$ cat src/sv/abas_pkg.sv
// Shared constants, types and fixed-point scaling factors of the ADC block average scaler.
package abas_pkg;

  localparam int NCH_MAX    = 6;
  localparam int DEF_DEPTH  = 15;

  localparam int SAMPLE_W   = 12;
  localparam int SUM_W      = 18;
  localparam int CNT_W      = 6;
  localparam int AVG_W      = 12;
  localparam int SIG_W      = 21;
  localparam int ENG_W      = 32;
  localparam int LP_W       = 16;
  localparam int CH_W       = 3;
  localparam int LOW_W      = 22;

  localparam int CFG_IDX_W  = 3;
  localparam int CFG_DATA_W = 64;
  localparam int SETUP_W    = 56;

  localparam logic [CFG_IDX_W-1:0] REG_PRESSURE = 3'd6;

  // 4-20 mA: avg * 22 * 65536 / 4096
  localparam int MA_SCALE   = 352;

  // Voltage inputs: round(avg * k * 65536 / 4090) == floor((avg * k/10 * 65536 + 204) / 409)
  localparam int VOLT_SH5   = 15;
  localparam int VOLT_SH10  = 16;
  localparam int VOLT_RND   = 204;
  localparam int VOLT_DIV   = 409;
  localparam int VNUM_W     = 28;
  localparam int VOLT_K     = 37;
  localparam int VRECIP_W   = 29;
  localparam logic [VRECIP_W-1:0] VOLT_RECIP =
    VRECIP_W'(((64'd1 << VOLT_K) + VOLT_DIV - 1) / VOLT_DIV);

  localparam int DIFF_W     = 23;
  localparam int ENGP_W     = DIFF_W + ENG_W;
  localparam int FRAC_W     = 16;
  localparam int FLOOR_W    = ENGP_W - FRAC_W;

  typedef enum logic [1:0] {
    TYPE_NONE = 2'd0,
    TYPE_MA   = 2'd1,
    TYPE_5V   = 2'd2,
    TYPE_10V  = 2'd3
  } in_type_e;

  typedef struct packed {
    logic signed [ENG_W-1:0] gain;
    logic [LOW_W-1:0]        low;
    in_type_e                typ;
  } chan_setup_t;

  typedef struct packed {
    logic accept;
    logic fire;
    logic st_div;
    logic st_conv;
    logic st_eng;
  } lane_ctrl_t;

  typedef struct packed {
    logic [AVG_W-1:0]        average;
    logic [SIG_W-1:0]        signal_value;
    logic signed [ENG_W-1:0] eng_value;
  } lane_res_t;

endpackage

$ cat src/sv/abas_lane.sv
// One channel lane: running sum, block average, signal conversion and engineering scaling.
module abas_lane #(
  parameter int DEPTH = abas_pkg::DEF_DEPTH
) (
  input  logic                          clk_i,
  input  logic                          rst_ni,
  input  abas_pkg::lane_ctrl_t          ctrl_i,
  input  logic [abas_pkg::SAMPLE_W-1:0] sample_i,
  input  abas_pkg::chan_setup_t         setup_i,
  output abas_pkg::lane_res_t           res_o
);
  import abas_pkg::*;

  // floor(sum / DEPTH) as a reciprocal multiply, exact for any 18-bit sum
  localparam int AVG_K  = SUM_W + CNT_W;
  localparam int AVG_RW = AVG_K + 1;
  localparam logic [AVG_RW-1:0] AVG_RECIP = AVG_RW'(((64'd1 << AVG_K) + DEPTH - 1) / DEPTH);
  localparam int DIVP_W = SUM_W + AVG_RW;
  localparam int VOLTP_W = VOLT_K + SIG_W;

  logic [SUM_W-1:0]          sum_q, sum_d;
  logic [DIVP_W-1:0]         divp_q;
  logic [AVG_W-1:0]          avg, avg_q;
  logic [VNUM_W-1:0]         volt_num;
  logic [VOLTP_W-1:0]        voltp_q;
  logic [SIG_W-1:0]          ma_q;
  logic [SIG_W-1:0]          sig, sig_q;
  logic signed [DIFF_W-1:0]  diff;
  logic signed [ENGP_W-1:0]  engp_d, engp_q;
  logic signed [FLOOR_W-1:0] eng_fl;
  logic signed [ENG_W-1:0]   eng_sat, eng_q;
  logic                      active;

  assign active = (setup_i.typ != TYPE_NONE);
  assign sum_d  = sum_q + SUM_W'(sample_i);
  assign avg    = divp_q[AVG_K +: AVG_W];

  always_comb begin
    if (setup_i.typ == TYPE_5V) begin
      volt_num = (VNUM_W'(avg) << VOLT_SH5) + VNUM_W'(VOLT_RND);
    end else begin
      volt_num = (VNUM_W'(avg) << VOLT_SH10) + VNUM_W'(VOLT_RND);
    end
  end

  assign sig    = (setup_i.typ == TYPE_MA) ? ma_q : voltp_q[VOLT_K +: SIG_W];
  assign diff   = $signed({2'b00, sig}) - $signed({1'b0, setup_i.low});
  assign engp_d = diff * setup_i.gain;
  // arithmetic shift of the Q32.32 product floors it to Q16.16
  assign eng_fl = engp_q[ENGP_W-1:FRAC_W];

  always_comb begin
    if ((&eng_fl[FLOOR_W-1:ENG_W-1]) || !(|eng_fl[FLOOR_W-1:ENG_W-1])) begin
      eng_sat = eng_fl[ENG_W-1:0];
    end else if (eng_fl[FLOOR_W-1]) begin
      eng_sat = {1'b1, {(ENG_W-1){1'b0}}};
    end else begin
      eng_sat = {1'b0, {(ENG_W-1){1'b1}}};
    end
  end

  always_ff @(posedge clk_i or negedge rst_ni) begin
    if (!rst_ni) begin
      sum_q <= '0;
      sig_q <= '0;
      eng_q <= '0;
    end else begin
      if (ctrl_i.accept) begin
        sum_q <= ctrl_i.fire ? '0 : sum_d;
      end
      // type none keeps the previous signal and engineering value
      if (ctrl_i.st_conv && active) begin
        sig_q <= sig;
      end
      if (ctrl_i.st_eng && active) begin
        eng_q <= eng_sat;
      end
    end
  end

  always_ff @(posedge clk_i) begin
    if (ctrl_i.accept && ctrl_i.fire) begin
      divp_q <= DIVP_W'(sum_d * AVG_RECIP);
    end
    if (ctrl_i.st_div) begin
      avg_q   <= avg;
      voltp_q <= VOLTP_W'(volt_num * VOLT_RECIP);
      ma_q    <= SIG_W'(SIG_W'(avg) * SIG_W'(MA_SCALE));
    end
    if (ctrl_i.st_conv) begin
      engp_q <= engp_d;
    end
  end

  assign res_o.average      = avg_q;
  assign res_o.signal_value = sig_q;
  assign res_o.eng_value    = eng_q;

endmodule

$ cat config.mk
export PLATFORM = sky130hd
export DESIGN_NAME = abas_lane
export DESIGN_NICKNAME = d
export VERILOG_FILES = /design/src/sv/abas_pkg.sv /design/src/sv/abas_lane.sv
export SDC_FILE = /design/constraint.sdc
export NUM_CORES = 2
export LEC_CHECK = 0
export BUFFER_PORTS_ARGS = -buffer_cell sky130_fd_sc_hd__buf_2
export CELL_PAD_IN_SITES_DETAIL_PLACEMENT = 2
export CELL_PAD_IN_SITES_GLOBAL_PLACEMENT = 2
export CORE_UTILIZATION = 42
export DETAILED_ROUTE_END_ITERATION = 10
export GPL_TIMING_DRIVEN = 0
export PLACE_DENSITY_LB_ADDON = 0.08
export SETUP_SLACK_MARGIN = 0.02
export SLEW_MARGIN = 20
export SYNTH_ARGS = -nofsm -noshare
export SYNTH_HDL_FRONTEND = slang
export SYNTH_SLANG_ARGS = --single-unit
$ cat constraint.sdc
create_clock -name clk_i -period 12.8 [get_ports clk_i]
set_clock_uncertainty 0.2 [all_clocks]
set_input_delay 1.28 -clock clk_i [delete_from_list [all_inputs] [get_ports clk_i]]
set_output_delay 1.28 -clock clk_i [all_outputs]
set_load 0.005 [all_outputs]
==> impl_results.md <==
- CP arrival: 12400 ps
- Pre-CTS WS: -766.5 ps
- Max Cap Viol: 0
- Max layer used: met5
- Critical Path Sink Type: flip-flop
- GR Util All Layers: 0.3184
- Slowest cell on the critical path: fa_1
- Antenna-violating nets left: 0
- Syn_area_per_cell: 9.231 um^2
- Gp weighted congestion: 0.9278
- Most used cell, CP: fa_1
- Core Area: 105400 um^2
- Worst-margin pin slew: 1167 ps
- # rows: 119
- Routed vias: 34630
- EDFF count, synth: 98
- Area leader, netlist: fa_1
- H-tree levels: 4
- Worst setup SP type: primary input
- Mapped Nets: 6325
- Top Ports: 140
- Die width: 328.5 um
- DR pass1 iterations: 8
- Unrepaired setup endpoints after global routing: no
- Rel. slew slack: 0.2164
- Clock Root Buffer: clkbuf_16
- Initial antenna violation count: 17
- Post-Route WL: 165000 um
- Leading cell type in the layout, fill and taps excluded: inv_1
- Synth cell types: 83
- Number of clock sinks: 169
- Fin nets: 6490
- Fin Hold WS: 293.7 ps
- First-pass GRT wire length: 253200 um
- Vias in the first global route: 41060
- Synth top area cells: fa_1, ha_1, inv_1
- Iter 0 DRT Violations: 1644
- Post-CTS Hold Buffers: 0
- Cts bufs inserted: 17
- Clk buf depth: 2
- Congestion Overflow GR: 0
- M1 wire length: 65610 um
- Final min period: 12320 ps
- Post-layout util: 0.4559
- Worst-path clk slew: 80 ps
- Sequential area share after synthesis: 0.1054
- Critical Path Max Stage Delay: 600 ps
- Critical Path RT: 12880 ps
- Synth warn: 0
- Setup_tns: 0 ps
- DIE AREA: 107900 um^2
- Vias/cell: 5.393
- Layout cells sized above 1: 0.05410
- Hpwl dp: 142200 um
- Mapped Area: 44770 um^2
- Type of the worst min-delay path: reg -> reg
- Flops & latches, synth: 169
- Largest net degree at the start of global routing: 48
- PnR worst setup slack: 481.6 ps
- Most frequent cells in the layout: inv_1, fa_1, nand2_1, ha_1, clkbuf_1
- Crit-path max FO: 10
- Met3 WL: 7312 um
- Die Ht: 328.5 um
- Clk Latency, worst-skew pair: 550 ps
- Fin. max-slew vios: 0
- Most used flip-flop cell after synthesis: edfxtp_1
- Final period util: 0.9624
- DRC Markers: 32
- Area growth syn-to-layout: 7.356%
- Final Hold Viols: 0
- Initial core utilization: 0.4247
- Critical path class: in -> reg
- Failing checks: design-rule violations
- Final setup viols: 0
- I/O Buffers: 135
- Fmax: 81.18 MHz
- Area share of the largest cell type after synthesis: 0.3931
- Met2 wire length: 83080 um
- Synth async-reset ratio: 0.4201
- Status: complete, but fails checks
- Mapped Cells: 4850
- Wirelength per Cell: 25.70 um
- CTS tree: yes
registers in the layout (all words and copies together), names as in the netlist:
register  count
eng_q        32
avg_q        12
sig_q        21
ma_q         15
engp_q       39
voltp_q      20
divp_q       12
sum_q        18
through the flow:
stage / std cells / instance area (um^2)
after floorplan: 4850 / 44770
after global placement: 6376 / 47190
after detailed placement: 6386 / 47390
after CTS: 6418 / 48000
after global routing: 6419 / 48060
final: 6421 / 48060
cell usage after synthesis, drive strengths merged (6+ instances only):
library cell,count
o211a,31
inv,1147
a21oi,124
o31ai,6
or4,7
a211oi,21
xnor2,86
o21a,19
nor2b,72
and2,142
nor4,34
nand2,653
a22o,12
or2,15
nand3b,7
a21o,47
mux2i,29
a31oi,16
o21bai,13
nor2,137
o21ai,99
and3,26
nand2b,44
ha,521
mux2,37
nand4,14
o211ai,13
nand3,60
buf,14
clkbuf,187
xor2,32
edfxtp,98
fa,879
o41ai,6
dfrtp,71
nor3,62
metal layers:
metal | vias to the layer above | track usage
met2 | 742 | 0.5617
met4 | 12 | 0.1543
met3 | 287 | 0.04251
li1 | 15240 | -
met5 | - | 0
met1 | 18350 | 0.3813
path summary, 6_finish.rpt:
| kind | startpoint | endpoint | slack, ps | cells after the start |
|---|---|---|---|---|
| setup / recovery | setup_i[0] | engp_q[49] | 480 | 37 |
| hold / removal | sig_q[0] | sig_q[0] | 290 | 2 |
| setup reg to reg | voltp_q[38] | engp_q[38] | 1740 | 34 |
| hold reg to reg | sig_q[0] | sig_q[0] | 290 | 2 |
| max in group asynchronous | rst_ni | sum_q[6] | 11330 | 2 |
| min in group asynchronous | rst_ni | eng_q[11] | 410 | 1 |
kinds of logic after synthesis:
logic type	count (synthesis)	share of synthesized area
and+or+nand+nor	1291	0.1341
muxes	66	0.01579
adders and majority gates	1400	0.5387
DFF	169	0.1054
buffers and inverters	1348	0.1135
AOI/OAI and AO/OA	458	0.06937
xor gates and xnor gates	118	0.02308
cell type report:
type	instances	area, um^2
diodes	2	5.005
plain buffers	200	790.8
clock buffers	17	425.4
clock inverters	15	180.2
fillers	11560	57350
inverters	1147	4305
multi-input cells	3333	35090
flip-flops and latches	169	4720
well taps	1391	1740
repair buffers	147	808.3
worst max-delay path, delay by kind of cell:
family,cells,cell delay [ps]
XOR/XNOR,2,620
AO/OA/AOI/OAI,13,3770
AND/OR/NAND/NOR,4,820
adder cells (fa/ha/maj),10,4490
buffers and inverters,8,1390
what timing repair did:
item,in CTS,in global routing
pin swaps,0,1
endpoints found under the setup margin,7,10
hold endpoints to repair,0,0
buffers inserted,0,2
resized for setup,4,20
Power is not shown: default switching activity piles up to over one toggle a cycle in this logic, so the estimate is an artifact.
